[src/rtl/mrfm_pkg.sv]
`timescale 1ns / 1ps
// ============================================================================
// mrfm_pkg
// Shared widths, register map and reset values of the mains RMS and
// frequency monitor.
// ============================================================================
package mrfm_pkg;

    localparam int SAMPLE_W = 12;
    localparam int GAIN_W   = 16;
    localparam int THR_W    = 20;
    localparam int WLEN_W   = 10;
    localparam int RATE_W   = 17;
    localparam int MINP_W   = 16;
    localparam int CNT_W    = 16;
    localparam int FREQ_W   = 24;
    localparam int SUM_W    = 40;
    localparam int FRAC_W   = 16;
    localparam int MS_W     = SUM_W + FRAC_W;
    localparam int ROOT_W   = MS_W / 2;
    localparam int DIV_DW   = 16;
    localparam int MUL_AW   = ROOT_W;
    localparam int MUL_BW   = GAIN_W;
    localparam int PROD_W   = MUL_AW + MUL_BW;

    localparam int DIV_CNT_W  = $clog2(MS_W);
    localparam int SQRT_CNT_W = $clog2(ROOT_W);
    localparam int MUL_CNT_W  = $clog2(MUL_BW);

    localparam int APB_AW = 5;
    localparam int APB_DW = 32;

    localparam logic [2:0] REG_OFFSET   = 3'd0;
    localparam logic [2:0] REG_GAIN     = 3'd1;
    localparam logic [2:0] REG_LOW_THR  = 3'd2;
    localparam logic [2:0] REG_HIGH_THR = 3'd3;
    localparam logic [2:0] REG_WIN_LEN  = 3'd4;
    localparam logic [2:0] REG_RATE     = 3'd5;
    localparam logic [2:0] REG_MIN_PER  = 3'd6;

    localparam logic [SAMPLE_W-1:0] OFFSET_RST   = 12'd1497;
    localparam logic [GAIN_W-1:0]   GAIN_RST     = 16'd8579;
    localparam logic [THR_W-1:0]    LOW_THR_RST  = 20'd12800;
    localparam logic [THR_W-1:0]    HIGH_THR_RST = 20'd62720;
    localparam logic [WLEN_W-1:0]   WIN_LEN_RST  = 10'd333;
    localparam logic [RATE_W-1:0]   RATE_RST     = 17'd20000;
    localparam logic [MINP_W-1:0]   MIN_PER_RST  = 16'd250;

    typedef struct packed {
        logic [THR_W-1:0]  rms_volts_q8;
        logic              blackout;
        logic              surge;
        logic [FREQ_W-1:0] frequency_centihz;
    } result_t;

endpackage

[src/rtl/mrfm_serial_mul.sv]
`timescale 1ns / 1ps
// ============================================================================
// mrfm_serial_mul
// Shift-add multiplier, one multiplier bit per cycle, LSB first.
// ============================================================================
module mrfm_serial_mul import mrfm_pkg::*; (
    input  logic              aclk,
    input  logic              aresetn,
    input  logic              start,
    input  logic [MUL_AW-1:0] a_in,
    input  logic [MUL_BW-1:0] b_in,
    output logic              busy,
    output logic [PROD_W-1:0] product
);

    localparam logic [MUL_CNT_W-1:0] LAST = MUL_CNT_W'(MUL_BW - 1);

    logic                 busy_reg;
    logic [MUL_CNT_W-1:0] cnt_reg;
    logic [MUL_AW-1:0]    a_reg;
    logic [MUL_AW-1:0]    acc_reg;
    logic [MUL_BW-1:0]    lo_reg;
    logic [MUL_AW:0]      sum;

    assign sum = {1'b0, acc_reg} + (lo_reg[0] ? {1'b0, a_reg} : '0);

    always_ff @(posedge aclk) begin
        if (!aresetn) begin
            busy_reg <= 1'b0;
            cnt_reg  <= '0;
        end else if (start) begin
            busy_reg <= 1'b1;
            cnt_reg  <= '0;
        end else if (busy_reg) begin
            cnt_reg <= cnt_reg + 1'b1;
            if (cnt_reg == LAST) begin
                busy_reg <= 1'b0;
            end
        end
    end

    always_ff @(posedge aclk) begin
        if (start) begin
            a_reg   <= a_in;
            acc_reg <= '0;
            lo_reg  <= b_in;
        end else if (busy_reg) begin
            acc_reg <= sum[MUL_AW:1];
            lo_reg  <= {sum[0], lo_reg[MUL_BW-1:1]};
        end
    end

    assign busy    = busy_reg;
    assign product = {acc_reg, lo_reg};

endmodule

[src/rtl/mrfm_serial_div.sv]
`timescale 1ns / 1ps
// ============================================================================
// mrfm_serial_div
// Restoring divider, one quotient bit per cycle, MSB first.
// ============================================================================
module mrfm_serial_div import mrfm_pkg::*; (
    input  logic              aclk,
    input  logic              aresetn,
    input  logic              start,
    input  logic [MS_W-1:0]   num_in,
    input  logic [DIV_DW-1:0] den_in,
    output logic              busy,
    output logic [MS_W-1:0]   quotient
);

    localparam logic [DIV_CNT_W-1:0] LAST = DIV_CNT_W'(MS_W - 1);

    logic                 busy_reg;
    logic [DIV_CNT_W-1:0] cnt_reg;
    logic [MS_W-1:0]      num_reg;
    logic [DIV_DW-1:0]    den_reg;
    logic [DIV_DW-1:0]    rem_reg;
    logic [DIV_DW:0]      rem_shift;
    logic [DIV_DW+1:0]    diff;
    logic                 ge;

    assign rem_shift = {rem_reg, num_reg[MS_W-1]};
    assign diff      = {1'b0, rem_shift} - {2'b00, den_reg};
    assign ge        = !diff[DIV_DW+1];

    always_ff @(posedge aclk) begin
        if (!aresetn) begin
            busy_reg <= 1'b0;
            cnt_reg  <= '0;
        end else if (start) begin
            busy_reg <= 1'b1;
            cnt_reg  <= '0;
        end else if (busy_reg) begin
            cnt_reg <= cnt_reg + 1'b1;
            if (cnt_reg == LAST) begin
                busy_reg <= 1'b0;
            end
        end
    end

    always_ff @(posedge aclk) begin
        if (start) begin
            num_reg <= num_in;
            den_reg <= den_in;
            rem_reg <= '0;
        end else if (busy_reg) begin
            num_reg <= {num_reg[MS_W-2:0], ge};
            rem_reg <= ge ? diff[DIV_DW-1:0] : rem_shift[DIV_DW-1:0];
        end
    end

    assign busy     = busy_reg;
    assign quotient = num_reg;

endmodule

[src/rtl/mrfm_serial_sqrt.sv]
`timescale 1ns / 1ps
// ============================================================================
// mrfm_serial_sqrt
// Floor square root, digit by digit, two radicand bits per cycle.
// ============================================================================
module mrfm_serial_sqrt import mrfm_pkg::*; (
    input  logic              aclk,
    input  logic              aresetn,
    input  logic              start,
    input  logic [MS_W-1:0]   rad_in,
    output logic              busy,
    output logic [ROOT_W-1:0] root
);

    localparam logic [SQRT_CNT_W-1:0] LAST = SQRT_CNT_W'(ROOT_W - 1);

    logic                  busy_reg;
    logic [SQRT_CNT_W-1:0] cnt_reg;
    logic [MS_W-1:0]       rad_reg;
    logic [ROOT_W+1:0]     rem_reg;
    logic [ROOT_W-1:0]     root_reg;
    logic [ROOT_W+1:0]     rem_shift;
    logic [ROOT_W+1:0]     trial;
    logic [ROOT_W+2:0]     diff;
    logic                  ge;

    assign rem_shift = {rem_reg[ROOT_W-1:0], rad_reg[MS_W-1:MS_W-2]};
    assign trial     = {root_reg, 2'b01};
    assign diff      = {1'b0, rem_shift} - {1'b0, trial};
    assign ge        = !diff[ROOT_W+2];

    always_ff @(posedge aclk) begin
        if (!aresetn) begin
            busy_reg <= 1'b0;
            cnt_reg  <= '0;
        end else if (start) begin
            busy_reg <= 1'b1;
            cnt_reg  <= '0;
        end else if (busy_reg) begin
            cnt_reg <= cnt_reg + 1'b1;
            if (cnt_reg == LAST) begin
                busy_reg <= 1'b0;
            end
        end
    end

    always_ff @(posedge aclk) begin
        if (start) begin
            rad_reg  <= rad_in;
            rem_reg  <= '0;
            root_reg <= '0;
        end else if (busy_reg) begin
            rad_reg  <= {rad_reg[MS_W-3:0], 2'b00};
            rem_reg  <= ge ? diff[ROOT_W+1:0] : rem_shift;
            root_reg <= {root_reg[ROOT_W-2:0], ge};
        end
    end

    assign busy = busy_reg;
    assign root = root_reg;

endmodule

[src/rtl/mains_rms_and_frequency_monitor.sv]
`timescale 1ns / 1ps
// ============================================================================
// mains_rms_and_frequency_monitor
// Windowed true-RMS voltage with blackout/surge flags and a zero-crossing
// frequency estimate, built around bit-serial multiply, divide and root.
//
//   channel   direction  handshake          payload
//   s_        in         s_valid/s_ready    s_sample_mv, s_sample_valid
//   m_        out        m_valid/m_ready    m_rms_volts_q8, m_blackout,
//                                           m_surge, m_frequency_centihz
//   apb       in/out     psel/penable       paddr, pwdata, prdata
//
// An invalid sample is dropped and the block stays idle. A valid sample goes
// through the 16-step shift-add squarer; a sample with a rising crossing also
// starts the 56-step divider running alongside. Window end then runs the
// divide, the root and the gain multiply in turn. s_ready is low while
// an item is in work or its result waits for the output register.
// Reset (aresetn low, synchronous) restores register defaults and clears
// the window, crossing counter and frequency estimate.
// ============================================================================
module mains_rms_and_frequency_monitor import mrfm_pkg::*; #(
    parameter int WINDOW_BITS = 10
) (
    input  logic                aclk,
    input  logic                aresetn,
    input  logic                s_valid,
    output logic                s_ready,
    input  logic [SAMPLE_W-1:0] s_sample_mv,
    input  logic                s_sample_valid,
    output logic                m_valid,
    input  logic                m_ready,
    output logic [THR_W-1:0]    m_rms_volts_q8,
    output logic                m_blackout,
    output logic                m_surge,
    output logic [FREQ_W-1:0]   m_frequency_centihz,
    input  logic                psel,
    input  logic                penable,
    input  logic                pwrite,
    input  logic [APB_AW-1:0]   paddr,
    input  logic [APB_DW-1:0]   pwdata,
    output logic [APB_DW-1:0]   prdata,
    output logic                pready
);

    localparam int WIN_CAP = (1 << WINDOW_BITS) - 1;

    localparam logic [2:0] S_IDLE = 3'd0;
    localparam logic [2:0] S_ACC  = 3'd1;
    localparam logic [2:0] S_MS   = 3'd2;
    localparam logic [2:0] S_RT   = 3'd3;
    localparam logic [2:0] S_GM   = 3'd4;

    // configuration
    logic [SAMPLE_W-1:0] offset_reg;
    logic [GAIN_W-1:0]   gain_reg;
    logic [THR_W-1:0]    low_thr_reg;
    logic [THR_W-1:0]    high_thr_reg;
    logic [WLEN_W-1:0]   win_len_reg;
    logic [RATE_W-1:0]   rate_reg;
    logic [MINP_W-1:0]   min_per_reg;
    logic                cfg_wr;

    assign cfg_wr = psel && penable && pwrite;
    assign pready = 1'b1;

    always_ff @(posedge aclk) begin
        if (!aresetn) begin
            offset_reg   <= OFFSET_RST;
            gain_reg     <= GAIN_RST;
            low_thr_reg  <= LOW_THR_RST;
            high_thr_reg <= HIGH_THR_RST;
            win_len_reg  <= WIN_LEN_RST;
            rate_reg     <= RATE_RST;
            min_per_reg  <= MIN_PER_RST;
        end else if (cfg_wr) begin
            unique case (paddr[4:2])
                REG_OFFSET:   offset_reg   <= pwdata[SAMPLE_W-1:0];
                REG_GAIN:     gain_reg     <= pwdata[GAIN_W-1:0];
                REG_LOW_THR:  low_thr_reg  <= pwdata[THR_W-1:0];
                REG_HIGH_THR: high_thr_reg <= pwdata[THR_W-1:0];
                REG_WIN_LEN:  win_len_reg  <= pwdata[WLEN_W-1:0];
                REG_RATE:     rate_reg     <= pwdata[RATE_W-1:0];
                REG_MIN_PER:  min_per_reg  <= pwdata[MINP_W-1:0];
                default: ;
            endcase
        end
    end

    always_comb begin
        unique case (paddr[4:2])
            REG_OFFSET:   prdata = APB_DW'(offset_reg);
            REG_GAIN:     prdata = APB_DW'(gain_reg);
            REG_LOW_THR:  prdata = APB_DW'(low_thr_reg);
            REG_HIGH_THR: prdata = APB_DW'(high_thr_reg);
            REG_WIN_LEN:  prdata = APB_DW'(win_len_reg);
            REG_RATE:     prdata = APB_DW'(rate_reg);
            REG_MIN_PER:  prdata = APB_DW'(min_per_reg);
            default:      prdata = '0;
        endcase
    end

    // datapath state
    logic [2:0]             state_reg;
    logic [WINDOW_BITS-1:0] win_cnt_reg;
    logic [SUM_W-1:0]       sum_reg;
    logic                   prev_np_reg;
    logic [CNT_W-1:0]       cross_cnt_reg;
    logic [FREQ_W-1:0]      freq_reg;
    logic                   freq_pend_reg;
    logic                   out_valid_reg;
    result_t                out_reg;

    logic                   accept;
    logic                   take;
    logic signed [SAMPLE_W:0] dev;
    logic                   positive;
    logic [SAMPLE_W-1:0]    mag;
    logic [CNT_W-1:0]       cnt_inc;
    logic                   cross_hit;
    logic [FREQ_W-1:0]      rate100;
    logic [WINDOW_BITS-1:0] n_eff;
    logic [WINDOW_BITS-1:0] win_inc;
    logic                   win_end;
    logic [SUM_W-1:0]       sum_next;
    logic                   acc_done;
    logic [MUL_AW-1:0]      scaled;
    logic [THR_W-1:0]       rms;
    logic                   out_free;
    logic                   out_load;

    logic                   mul_start, mul_busy;
    logic [MUL_AW-1:0]      mul_a;
    logic [MUL_BW-1:0]      mul_b;
    logic [PROD_W-1:0]      mul_p;
    logic                   div_start, div_busy;
    logic [MS_W-1:0]        div_num;
    logic [DIV_DW-1:0]      div_den;
    logic [MS_W-1:0]        div_q;
    logic                   sqrt_start, sqrt_busy;
    logic [ROOT_W-1:0]      sqrt_root;

    assign s_ready  = (state_reg == S_IDLE);
    assign accept   = s_valid && s_ready;
    assign take     = accept && s_sample_valid;

    assign dev      = $signed({1'b0, s_sample_mv}) - $signed({1'b0, offset_reg});
    assign positive = !dev[SAMPLE_W] && (dev != '0);
    assign mag      = dev[SAMPLE_W] ? SAMPLE_W'(-dev) : dev[SAMPLE_W-1:0];

    assign cnt_inc   = (cross_cnt_reg == '1) ? cross_cnt_reg : cross_cnt_reg + 1'b1;
    assign cross_hit = prev_np_reg && positive && (cnt_inc > min_per_reg);
    assign rate100   = (FREQ_W'(rate_reg) << 6) + (FREQ_W'(rate_reg) << 5)
                     + (FREQ_W'(rate_reg) << 2);

    always_comb begin
        if (win_len_reg == '0) begin
            n_eff = WINDOW_BITS'(1);
        end else if (32'(win_len_reg) > 32'(WIN_CAP)) begin
            n_eff = WINDOW_BITS'(WIN_CAP);
        end else begin
            n_eff = WINDOW_BITS'(win_len_reg);
        end
    end

    assign win_inc  = win_cnt_reg + 1'b1;
    assign win_end  = (win_inc >= n_eff);
    assign sum_next = sum_reg + SUM_W'(mul_p[2*SAMPLE_W-1:0]);
    assign acc_done = (state_reg == S_ACC) && !mul_busy && !div_busy;

    assign scaled   = mul_p[PROD_W-1:FRAC_W];
    assign rms      = (|scaled[MUL_AW-1:THR_W]) ? '1 : scaled[THR_W-1:0];
    assign out_free = !out_valid_reg || m_ready;
    assign out_load = (state_reg == S_GM) && !mul_busy && out_free;

    // unit sequencing: operands come straight from the state that starts them
    assign mul_start  = take || ((state_reg == S_RT) && !sqrt_busy);
    assign mul_a      = (state_reg == S_IDLE) ? MUL_AW'(mag) : sqrt_root;
    assign mul_b      = (state_reg == S_IDLE) ? MUL_BW'(mag) : gain_reg;
    assign div_start  = (take && cross_hit) || (acc_done && win_end);
    assign div_num    = (state_reg == S_IDLE) ? MS_W'(rate100) : {sum_next, FRAC_W'(0)};
    assign div_den    = (state_reg == S_IDLE) ? cnt_inc : DIV_DW'(n_eff);
    assign sqrt_start = (state_reg == S_MS) && !div_busy;

    mrfm_serial_mul u_mul (
        .aclk    (aclk),
        .aresetn (aresetn),
        .start   (mul_start),
        .a_in    (mul_a),
        .b_in    (mul_b),
        .busy    (mul_busy),
        .product (mul_p)
    );

    mrfm_serial_div u_div (
        .aclk     (aclk),
        .aresetn  (aresetn),
        .start    (div_start),
        .num_in   (div_num),
        .den_in   (div_den),
        .busy     (div_busy),
        .quotient (div_q)
    );

    mrfm_serial_sqrt u_sqrt (
        .aclk    (aclk),
        .aresetn (aresetn),
        .start   (sqrt_start),
        .rad_in  (div_q),
        .busy    (sqrt_busy),
        .root    (sqrt_root)
    );

    always_ff @(posedge aclk) begin
        if (!aresetn) begin
            out_valid_reg <= 1'b0;
        end else if (out_load) begin
            out_valid_reg <= 1'b1;
        end else if (out_valid_reg && m_ready) begin
            out_valid_reg <= 1'b0;
        end
    end

    always_ff @(posedge aclk) begin
        if (!aresetn) begin
            state_reg     <= S_IDLE;
            win_cnt_reg   <= '0;
            sum_reg       <= '0;
            prev_np_reg   <= 1'b1;
            cross_cnt_reg <= '0;
            freq_reg      <= '0;
            freq_pend_reg <= 1'b0;
        end else begin
            unique case (state_reg)
                S_IDLE: begin
                    if (take) begin
                        cross_cnt_reg <= cross_hit ? '0 : cnt_inc;
                        freq_pend_reg <= cross_hit;
                        prev_np_reg   <= !positive;
                        state_reg     <= S_ACC;
                    end
                end
                S_ACC: begin
                    if (acc_done) begin
                        if (freq_pend_reg) begin
                            freq_reg <= div_q[FREQ_W-1:0];
                        end
                        freq_pend_reg <= 1'b0;
                        if (win_end) begin
                            win_cnt_reg <= '0;
                            sum_reg     <= '0;
                            state_reg   <= S_MS;
                        end else begin
                            win_cnt_reg <= win_inc;
                            sum_reg     <= sum_next;
                            state_reg   <= S_IDLE;
                        end
                    end
                end
                S_MS: begin
                    if (!div_busy) begin
                        state_reg <= S_RT;
                    end
                end
                S_RT: begin
                    if (!sqrt_busy) begin
                        state_reg <= S_GM;
                    end
                end
                S_GM: begin
                    if (out_load) begin
                        state_reg <= S_IDLE;
                    end
                end
                default: state_reg <= S_IDLE;
            endcase
        end
    end

    always_ff @(posedge aclk) begin
        if (out_load) begin
            out_reg.rms_volts_q8      <= rms;
            out_reg.blackout          <= (rms < low_thr_reg);
            out_reg.surge             <= (rms > high_thr_reg);
            out_reg.frequency_centihz <= freq_reg;
        end
    end

    assign m_valid             = out_valid_reg;
    assign m_rms_volts_q8      = out_reg.rms_volts_q8;
    assign m_blackout          = out_reg.blackout;
    assign m_surge             = out_reg.surge;
    assign m_frequency_centihz = out_reg.frequency_centihz;

    // units are idle whenever a new sample may come in
    a_units_idle_on_ready: assert property (@(posedge aclk) disable iff (!aresetn)
        s_ready |-> !mul_busy && !div_busy && !sqrt_busy)
        else $error("arithmetic unit busy while accepting samples");

    a_result_from_gain_step: assert property (@(posedge aclk) disable iff (!aresetn)
        $rose(m_valid) |-> $past(state_reg == S_GM))
        else $error("result loaded outside the gain step");

    a_root_after_divide: assert property (@(posedge aclk) disable iff (!aresetn)
        sqrt_start |-> !div_busy && !mul_busy)
        else $error("root started with another unit in use");

    a_crossing_clears_count: assert property (@(posedge aclk) disable iff (!aresetn)
        take && cross_hit |=> cross_cnt_reg == '0 && freq_pend_reg)
        else $error("accepted crossing did not restart the period count");

endmodule

[config.mk]
export PLATFORM = sky130hd
export DESIGN_NAME = mains_rms_and_frequency_monitor
export DESIGN_NICKNAME = d
export VERILOG_FILES = /design/src/rtl/mrfm_pkg.sv /design/src/rtl/mrfm_serial_mul.sv /design/src/rtl/mrfm_serial_div.sv /design/src/rtl/mrfm_serial_sqrt.sv /design/src/rtl/mains_rms_and_frequency_monitor.sv
export SDC_FILE = /design/constraint.sdc
export NUM_CORES = 1
export LEC_CHECK = 0
export ABC_AREA = 1
export BUFFER_PORTS_ARGS = -buffer_cell sky130_fd_sc_hd__buf_2
export CAP_MARGIN = 30
export CORE_UTILIZATION = 30
export DETAILED_ROUTE_END_ITERATION = 7
export HOLD_SLACK_MARGIN = 0.06
export PLACE_DENSITY = 0.45
export SETUP_SLACK_MARGIN = 0.15
export SLEW_MARGIN = 20
export SYNTH_ARGS = -nofsm -noshare
export SYNTH_HDL_FRONTEND = slang
export SYNTH_SLANG_ARGS = --single-unit
export TNS_END_PERCENT = 50
[constraint.sdc]
create_clock -name aclk -period 6 [get_ports aclk]
set_input_delay 0.3 -clock aclk [delete_from_list [all_inputs] [get_ports aclk]]
set_output_delay 0.3 -clock aclk [all_outputs]
set_load 0.01 [all_outputs]
==> After elaboration in Yosys (flattened, before gate mapping) <==
Cells that the tools add are included.
{ "op_classes": {"add_sub_neg": 13, "n_lt_le_gt_ge": 4, "n_eq_ne": 19, "mux": 42, "bitwise_logic": 1, "reduce_logical": 52} }
{ "op_table": {"columns": ["op", "n"], "rows": [
  ["2-to-1 mux 56 bit", 5],
  ["case mux 20 bit (7 select lines)", 1],
  ["2-to-1 mux 16 bit", 6],
  ["2-to-1 mux 28 bit", 2],
  ["adder 40 x 24 -> 40 bit", 1],
  ["2-to-1 mux 40 bit", 1],
  ["subtractor 30 x 30 -> 31 bit", 1],
  ["2-to-1 mux 10 bit", 3],
  ["adder 28 x 29 -> 29 bit", 1],
  ["adder 23 x 22 -> 24 bit", 1],
  ["adder 24 x 19 -> 24 bit", 1],
  ["2-to-1 mux 12 bit", 2],
  ["> comparator 20 bit", 1],
  ["< comparator 20 bit", 1],
  ["2-to-1 mux 20 bit", 1],
  ["AND reduction 2 bit", 9],
  ["subtractor 17 x 16 -> 18 bit", 1],
  ["adder 16 x 1 -> 16 bit (second input constant)", 1],
  ["equality test 16 bit (second input constant)", 1],
  ["> comparator 16 bit", 1],
  ["logical AND 1 bit", 16],
  ["2-to-1 mux 3 bit", 5],
  ["case mux 3 bit (5 select lines)", 1],
  ["2-to-1 mux 1 bit", 13],
  ["other kinds (28)", 55]
]} }
{ "word_totals": {"register_bits": 543, "inputBits": 57} }

==> Logic depth before layout (Yosys ltp) <==
Gate-level depths: netlist of run 1.
{ "logic_depth": {"word_depth": 8, "depth_mapped": 21, "mapped_depth_nobuf": 20} }

==> By module <==
From an unflattened synthesis of run 1, not the netlist that was laid out.
{ "hier_totals": {"cells_unflattened": 4792, "area_unflattened_um2": 33819.9} }
{ "modules_own_cells": {"columns": ["mod", "n_inst", "cells_each", "area_each_um2", "seq_area_each_um2"], "rows": [
  ["mains_rms_and_frequency_monitor", 1, 2439, 16817.4, 5525.3],
  ["mrfm_serial_sqrt", 1, 1020, 6977.9, 2922.8],
  ["mrfm_serial_div", 1, 614, 5032.3, 2622.5],
  ["mrfm_serial_mul", 1, 719, 4992.3, 1981.9]
]} }

==> Worst setup path after synthesis of run 1 <==
Ideal clock, no wire load.
{ "synth_timing": {"path_kind": "register to register", "startpoint": "register win_cnt_reg[0]", "endpoint": "register u_div.num_reg[0], in the netlist u_div.quotient[0] (enable)", "setup_ns": 0.780, "arrival_ns": 4.039, "slack_ns": 1.181, "stages_incl_launch_ff": 17, "path_buffers": 2, "cell_sequence": "dfxtp_1 > nand3_1 > nor3b_1 > and3_1 > nand3_1 > xor2_1 > inv_1 > ha_1 > a21oi_1 > o21a_1 > nand3_1 > a31oi_1 > inv_1 > nand2_1 > clkbuf_1 > buf_2 > nand3_1"} }
{ "synth_between": {"elab_chain_cells": 5} }
{ "synth_rtl": {"columns": ["element", "line_no", "source"], "rows": [
  ["from (decl)", "mains_rms_and_frequency_monitor.sv:104", "logic [WINDOW_BITS-1:0] win_cnt_reg;"],
  ["from (signal assigned)", "mains_rms_and_frequency_monitor.sv:253", "win_cnt_reg <= win_inc;"],
  ["adder 10 x 1 -> 10 bit", "mains_rms_and_frequency_monitor.sv:165", "assign win_inc = win_cnt_reg + 1'b1;"],
  [">= comparator 10 bit", "mains_rms_and_frequency_monitor.sv:166", "assign win_end = (win_inc >= n_eff);"],
  ["logical AND 1 bit", "mains_rms_and_frequency_monitor.sv:179", "assign div_start = (take && cross_hit) || (acc_done && win_end);"],
  ["logical OR 1 bit", "mains_rms_and_frequency_monitor.sv:179", null],
  ["nonzero test 2 bit (no source line)", null, null],
  ["to (signal assigned)", "mrfm_serial_div.sv:48", "num_reg <= num_in;"],
  ["to (signal assigned)", "mrfm_serial_div.sv:52", "num_reg <= {num_reg[MS_W-2:0], ge};"],
  ["to (decl)", "mrfm_serial_div.sv:20", "logic [MS_W-1:0] num_reg;"]
]} }
No other way between the ends.
A chain may end at the register's enable or synchronous reset.

==> Final worst setup path of run 1 <==
{ "layout_timing": {"startpoint": "register cross_cnt_reg[0]", "endpoint": "register u_div.num_reg[45], in the netlist u_div.quotient[45] (enable)"} }
{ "layout_between": {"elab_chain_cells": 7} }
{ "layout_rtl": {"columns": ["element", "line_no", "source"], "rows": [
  ["from (decl)", "mains_rms_and_frequency_monitor.sv:107", "logic [CNT_W-1:0] cross_cnt_reg;"],
  ["from (signal assigned)", "mains_rms_and_frequency_monitor.sv:236", "cross_cnt_reg <= cross_hit ? '0 : cnt_inc;"],
  ["adder 16 x 1 -> 16 bit or equality test 16 bit (tied branches)", "mains_rms_and_frequency_monitor.sv:150", "assign cnt_inc = (cross_cnt_reg == '1) ? cross_cnt_reg : cross_cnt_reg + 1'b1;"],
  ["2-to-1 mux 16 bit (*)", "mains_rms_and_frequency_monitor.sv:150", null],
  ["> comparator 16 bit (*)", "mains_rms_and_frequency_monitor.sv:151", "assign cross_hit = prev_np_reg && positive && (cnt_inc > min_per_reg);"],
  ["logical AND 1 bit (*)", "mains_rms_and_frequency_monitor.sv:151", null],
  ["logical AND 1 bit (*)", "mains_rms_and_frequency_monitor.sv:179", null],
  ["logical OR 1 bit (*)", "mains_rms_and_frequency_monitor.sv:179", null],
  ["nonzero test 2 bit (no source line) (*)", null, null]
]} }
Every way passes the cells marked *; elsewhere a longest branch is shown, timed or not.

==> results of run 1 <==
-- layer usage --
metal	global-route usage [%]	vias to the layer above	wire length, um
met5	0	-	0
met4	6.502	0	3381
met3	2.571	129	4318
met2	29.84	571	45540
met1	28.10	13350	53040
li1	-	14490	-
-- logic make-up (layout without fill, tap and decap cells) --
kind of cell | after synthesis | after routing | share of synthesized area [%]
xor+xnor | 94 | 94 | 2.560
buf+inv | 650 | 773 | 8.027
flops | 543 | 543 | 40.59
compound gates | 863 | 863 | 14.77
other cells | 2 | 13 | 0.02335
fa+ha+maj | 219 | 219 | 8.941
simple gates | 1932 | 1932 | 25.06
mux | 1 | 1 | 0.03113
-- area by class of cell --
| cell class | instances | area share [%] |
|---|---|---|
| tap | 1391 | 4.760 |
| inverter | 483 | 4.966 |
| clock inverter | 32 | 0.8282 |
| clock buffer | 95 | 5.500 |
| sequential | 543 | 35.70 |
| timing repair buffer | 163 | 2.820 |
| multi-input combinational | 3122 | 45.42 |
-- power breakdown --
group	leakage, nW	total, mW	internal [mW]	switching, mW
Sequential	4.65	4.90	4.53	0.368
Combinational	10.3	5.34	1.64	3.70
Clock	1.13	4.29	2.53	1.76
Total	16.1	14.5	8.71	5.82
-- how the worst max path moves through the flow --
stage	to	slack, ns	cells after the start
6_report	u_div.quotient[45]$_DFFE_PP_	1.23	18
3_3_place_gp	u_div.quotient[45]$_DFFE_PP_	1.12	18
4_1_cts	u_div.quotient[43]$_DFFE_PP_	1.17	18
2_1_floorplan	u_div.quotient[0]$_SDFFCE_PP0P_	1.18	16
5_1_grt	u_div.quotient[49]$_DFFE_PP_	0.80	18
3_5_place_dp	u_div.quotient[45]$_DFFE_PP_	1.19	18
-- cell usage in the layout, fill, tap and decap left out, drive strengths merged, types with 9 or more instances in the layout --
cell type and count:
nand2 1139, inv 484, a21oi 425, nor2 373
dfxtp 325, nand3 280, o21ai 266, edfxtp 218
ha 201, buf 143, clkbuf 95, xor2 55
nand4 41, xnor2 39, nor3 38, a22oi 29
o22ai 25, o211ai 23, clkinv 23, dlygate4sd3 20
fa 18, or2 17, nor4 16, a221oi 14
o21bai 14, a21o 14, nand3b 13, conb 13
nor3b 11, a31oi 11, o21a 9
-- critical path: stages (launching register included) --
cell and delay (ns):
dfxtp_1 0.43, ha_1 0.25, nand3_1 0.11, nor2_1 0.23, nand4_1 0.20, nor3_1 0.38
nor2_1 0.10, xor2_1 0.25, inv_1 0.08, ha_1 0.27, nand2_1 0.04, nor2_1 0.10
nand2_1 0.09, inv_1 0.06, nand2_1 0.04, a21oi_1 0.32, nand4_4 0.37, nand3_2 0.48
buf_4 0.54
-- metrics by stage --
step / instances / area (um^2) / setup WS (ns) / utilization, %
detailed placement: 5682 / 34050 / 1.193 / 32.21
CTS: 5829 / 36560 / 1.172 / 34.58
floorplan: 4315 / 32200 / 1.181 / -
global route: 5829 / 36560 / 0.7969 / 34.58
finish: 5829 / 36560 / 1.235 / 34.58
global placement: 5679 / 33990 / 1.119 / 32.16
-- repair_timing --
item,CTS,global route
gates resized for setup,0,0
hold buffers,20,0
endpoints found under the hold margin,50,0
==> key figures, run 1 <==
Status
  – Status: complete, but fails checks
  – Failing checks: design-rule violations

STA
  – Fin. Hold Viols: 0
  – Period utilization: between 70% and 80%
  – Max Fclk: about 210 MHz
  – Worst slew pin tran: 0.9949 ns
  – RSZ-0062 raised after global routing: no
  – Slew Limit Fails: 0
  – Post-Route Setup TNS: 0 ns
  – Rel. slew slack: about a third
  – Hold slack: about 0.11 ns
  – Min Clock Period, post-route: ~4.8 ns
  – Final setup viols: 0
  – Clk_skew: roughly 0.033 ns

Clock tree
  – CTS H-tree depth: 3
  – Clk slew on worst S/H paths: 0.06 ns
  – CTS tree: yes
  – Skew-Pair Late Insertion Delay: around 0.64 ns
  – CTS Buffer Depth: 3
  – CTS Sinks: 543
  – CTS Buf Count: 71
  – Setup Buffers After CTS: 0
  – Root buf cell: clkbuf_16

GRT
  – Vias in the first global route: 27190
  – Largest net degree at the start of global routing: 98
  – Antenna violations before repair: 1
  – Grt total ovfl: 0
  – Total track usage: 19.51%
  – First-pass GRT wire length: about 160000 um

Critical path
  – Critical Path Start: cross_cnt_reg[0]$_SDFFE_PN0P_
  – CP endpoint kind: flop
  – Capturing point of the worst reg2reg path: u_div.quotient[45]$_DFFE_PP_
  – CP Launch Type: flop
  – Worst R2R Setup Slack: about 1.2 ns
  – Worst Path Required: roughly 6.3 ns
  – Arrival time worst endpoint: around 5.0 ns
  – Worst setup path class: flop to flop
  – Reg2reg path depth: 18
  – CP Max Fanout: 40
  – Worst r2r src: cross_cnt_reg[0]$_SDFFE_PN0P_

Floorplanning
  – Row cnt: around 120
  – DIE WIDTH: 329.4 um
  – Starting Density: 30.42%
  – Die area: about 110000 um^2
  – Core Area: 105700 um^2
  – Io pins: 138
  – Height of the die: approximately 330 um

Synthesis
  – Top cell type's share of synthesized area: approximately 20%
  – Seq/Total Area, Yosys: approximately two fifths
  – FFs w/ async S/R, synth: 0%
  – Mapped Cells: 4304
  – Syn avg cell area: about 7.5 um^2
  – Synthesized cell area: between 30000 and 40000 um^2
  – Synth top area cells: edfxtp_1 (20%), dfxtp_1 (20%), nand2_1 (13%)
  – Yosys reg bits: between 500 and 600
  – Count leader, synth: nand2_1
  – Ys flop type: dfxtp_1
  – YS warnings: 0
  – Synth area leader: edfxtp_1
  – Number of synthesized flops with an enable pin: roughly 220
  – Synth cell types: between 50 and 60
  – Top cells by count, synth: nand2_1 (1135), inv_1 (467), a21oi_1 (425)

Min path
  – Hold path endpoint: gain_reg[2]$_SDFFE_PN0P_
  – Hold Startpoint: pwdata[2]
  – Worst min-delay path category: input port to flop
  – Cell count of the worst hold path: 3

Run
  – Max-Cap Viols: 0

Power and ir drop
  – Lkg Pwr: 16.07 nW
  – Design Power: roughly 15 mW
  – Worst vdd ir: 0.0002008 V
  – Power Dens Cells: 397.5 nW/um^2

Route
  – Via count: about 29000
  – TritonRoute pass-1 iters: 8
  – ANT nets after route: 0
  – Vias per cell: around 4.9
  – DRC violations left: 7
  – Initial DRC Count: just under 2000
  – DR WL/cell: 18.23 um
  – Routed WL: between 100000 and 150000 um

Place
  – RePlAce Congestion: a little under 0.9
  – IO buf count: 110
  – DP HPWL: roughly 79000 um

Finish
  – Layout cell share with drive strength beyond 1: about 7.1%
  – P&R area growth vs syn: 13.69%
  – Final #Nets: around 4700
  – Area taken by multi-input logic gates: roughly 17000 um^2
  – Register area: roughly 13000 um^2
  – Fillers: between 10000 and 15000
  – Ant. Diodes: 0
(Power assumes the default switching activity.)
==> run 2: changes to the inputs <==
==> constraint.sdc (replaced) <==
create_clock -name aclk -period 4.64 [get_ports aclk]
set_input_delay 0.232 -clock aclk [delete_from_list [all_inputs] [get_ports aclk]]
set_output_delay 0.232 -clock aclk [all_outputs]
set_load 0.01 [all_outputs]
==> run 2 against run 1 <==
Compared with the run above: the flow still finishes with violations (design-rule violations); flip-flop and latch count unchanged; sequential share of layout area shrank 0.20 points; global-route usage about the same; via count up 0.29%; combinational power increased by 29%; register-to-register slack lost 0.67 ns; largest cell class unchanged.
==> key figures, run 2 (same netlist as run 1, synthesis figures left out) <==
Critical path
  – Top cell by count, worst path: nand2_1
  – Crit path cell chain: ha_1 -> nand3_1 -> nor2_1 -> nand4_1 -> or2_2 -> o21ai_0 -> buf_4 -> inv_1 -> ha_1 -> nand2_1 -> nor2_1 -> nand2_1 -> inv_1 -> nand2_1 -> a21oi_1 -> nand4_4 -> nand2_4 -> buf_12 -> nand2_1 -> nand2_1
  – CP Max Fanout: 88 (+120%)
  – Worst path bufs/invs: 4 (+1)
  – Worst Path Required: 5.12 ns (-1.14 ns)
  – CP Depth: 20 (+2)
  – CP Capture Point: u_div.quotient[46]$_DFFE_PP_
  – CP max-delay cell: dfxtp_1
  – Worst setup path class: flop to flop
  – CP Launch Type: flop
  – Arrival time worst endpoint: 4.55 ns (-0.47 ns)
  – Reg2reg path depth: 20 (+2)
  – CP top delay family: simple AND/OR/NAND/NOR gates
  – Slowest stage delay, CP: 0.42 ns (-0.12 ns)
  – Critical Path Start: cross_cnt_reg[0]$_SDFFE_PN0P_
  – Worst R2R Setup Slack: 0.57 ns (-0.67 ns)
  – Capturing point of the worst reg2reg path: u_div.quotient[46]$_DFFE_PP_
  – CP endpoint kind: flop
  – Worst r2r src: cross_cnt_reg[0]$_SDFFE_PN0P_

Run
  – Max-Cap Viols: 0 (unchanged)

STA
  – Min Clock Period, post-route: 4.071 ns (-0.6948 ns)
  – Slew Limit Fails: 0 (unchanged)
  – Hold slack: 0.1478 ns (+0.03851 ns)
  – RSZ-0062 raised after global routing: no
  – Final setup viols: 0 (unchanged)
  – Fin. Hold Viols: 0 (unchanged)
  – Rel. slew slack: 42.03% (+8.4 points)
  – Worst slew pin tran: 0.8687 ns (-0.1262 ns)
  – Post-Route Setup TNS: 0 ns (unchanged)
  – Clk_skew: 0.03713 ns (+0.004324 ns)
  – Period utilization: 87.73% (+8.3 points)
  – Max Fclk: 245.7 MHz (+17%)

Floorplanning
  – Core Area: 105700 um^2 (unchanged)
  – DIE WIDTH: 329.4 um (unchanged)
  – Die area: 108500 um^2 (unchanged)
  – Row cnt: 119 (unchanged)
  – Starting Density: 30.42% (unchanged)
  – Height of the die: 329.4 um (unchanged)
  – Io pins: 138 (unchanged)

Place
  – DP HPWL: 78630 um (-0.31%)
  – IO buf count: 110 (unchanged)
  – Inst Count DP: 5684 (+0.035%)
  – RePlAce Congestion: 0.8752 (about the same)
  – Placed cell areas: 34090 um^2 (+0.12%)

Finish
  – Fillers: 11410 (-0.16%)
  – Register area: 13050 um^2 (unchanged)
  – Layout cell share with drive strength beyond 1: 7.450% (+0.33 points)
  – Area taken by multi-input logic gates: 16610 um^2 (about the same)
  – Most frequent cells in the layout: nand2_1 (1131), inv_1 (466), a21oi_1 (425), nor2_1 (363), dfxtp_1 (325)
  – Util after Layout: 34.78% (+0.19 points)
  – Final non-filler cell total: 5834 (+0.086%)
  – P&R area growth vs syn: 14.33%
  – Most common cell after layout, fill and taps aside: nand2_1
  – Post-route cell area: 36770 um^2 (+0.56%)
  – Final #Nets: 4662 (+0.043%)
  – Ant. Diodes: 0 (unchanged)

Status
  – Status: complete, but fails checks
  – Failing checks: design-rule violations

GRT
  – Grt total ovfl: 0 (unchanged)
  – Largest net degree at the start of global routing: 89 (-9.2%)
  – Antenna violations before repair: 2 (+1)
  – Vias in the first global route: 27390 (+0.73%)
  – Total track usage: 19.51% (about the same)
  – First-pass GRT wire length: 164000 um (about the same)

Power and ir drop
  – Lkg Pwr: 16.17 nW (+0.61%)
  – Power Dens Cells: 519.2 nW/um^2 (+31%)
  – Worst vdd ir: 0.0003796 V (+89%)

Route
  – DR WL/cell: 18.22 um (about the same)
  – Metal-1 WL: 52050 um (-1.9%)
  – DR top layer: met4
  – Via count: 28620 (+0.29%)
  – DRC violations left: 9 (+2)
  – Routed WL: 106300 um (unchanged)
  – DR WL met2: 45700 um (+0.35%)
  – TritonRoute pass-1 iters: 8 (unchanged)
  – WL met3: 5448 um (+26%)
  – ANT nets after route: 0 (unchanged)
  – Initial DRC Count: 2015 (+4.4%)
  – Vias per cell: 4.906 (+0.21%)

Clock tree
  – CTS Buf Count: 71 (unchanged)
  – Root buf cell: clkbuf_16
  – CTS tree: yes
  – CTS Sinks: 543 (unchanged)
  – CTS Buffer Depth: 3 (unchanged)
  – CTS H-tree depth: 3 (unchanged)
  – Setup Buffers After CTS: 0 (unchanged)
  – Clk slew on worst S/H paths: 0.06 ns (about the same)
  – Skew-Pair Late Insertion Delay: 0.64 ns (about the same)

Min path
  – Worst min-delay path category: input port to flop
-- run 2: changes by cell type in the layout (fill, tap and decap cells not counted), sizes merged --
cell / before / now
bufinv: 4 / 7
buf: 143 / 145
clkbuf: 95 / 96
clkinv: 23 / 17
clkinvlp: 4 / 6
inv: 484 / 487
-- run 2: worst min-delay path: cells and delay by family --
kind,cells,cell delay [ns]
compound gates,1,0.19
buf+inv,2,0.11
simple gates,1,0.17
-- run 2: how the worst min path moves through the flow --
stage / start / to / cells after the start
6_report: m_ready / m_valid$_SDFFE_PN0P_ / 4
5_1_grt: m_ready / m_valid$_SDFFE_PN0P_ / 4
4_1_cts: m_ready / m_valid$_SDFFE_PN0P_ / 4
3_5_place_dp: freq_reg[9]$_SDFFE_PN0P_ / m_frequency_centihz[9]$_DFFE_PP_ / 0
3_3_place_gp: freq_reg[5]$_SDFFE_PN0P_ / m_frequency_centihz[5]$_DFFE_PP_ / 0
2_1_floorplan: pwdata[13] / gain_reg[13]$_SDFFE_PN1P_ / 2
-- run 2: layout make-up --
class	count	share of cell area, %
Inverter	483	4.938
Clock buffer	96	5.622
Tap cell	1391	4.734
Sequential cell	543	35.50
Timing Repair Buffer	165	2.930
Multi-Input combinational cell	3122	45.18
Clock inverter	34	1.089
-- run 2: through the flow --
step	setup WS (ns)	total power, mW
after detailed placement	0.4804	13.29
after global routing	0.1719	20.39
after floorplan	0.5355	11.17
after CTS	0.4325	19.28
after global placement	0.5625	13.30
final	0.5694	19.09
-- run 2: where the power goes --
part / internal (mW) / total (mW) / switching (mW) / leakage, nW
Clock: 3.54 / 5.86 / 2.32 / 1.21
Combinational: 2.12 / 6.90 / 4.77 / 10.3
Sequential: 5.86 / 6.33 / 0.469 / 4.65
-- run 2: metal layers --
metal / track usage (%) / vias to the layer above
li1: - / 14510
met2: 29.92 / 671
met4: 6.008 / 0
met5: 0 / -
met3: 3.005 / 145
met1: 27.94 / 13300
-- run 2: what timing repair did --
item                                   CTS  global route
endpoints found under the hold margin  105             0
setup endpoints to repair                0            52
hold buffers                            20             0
resized for setup                        0             2
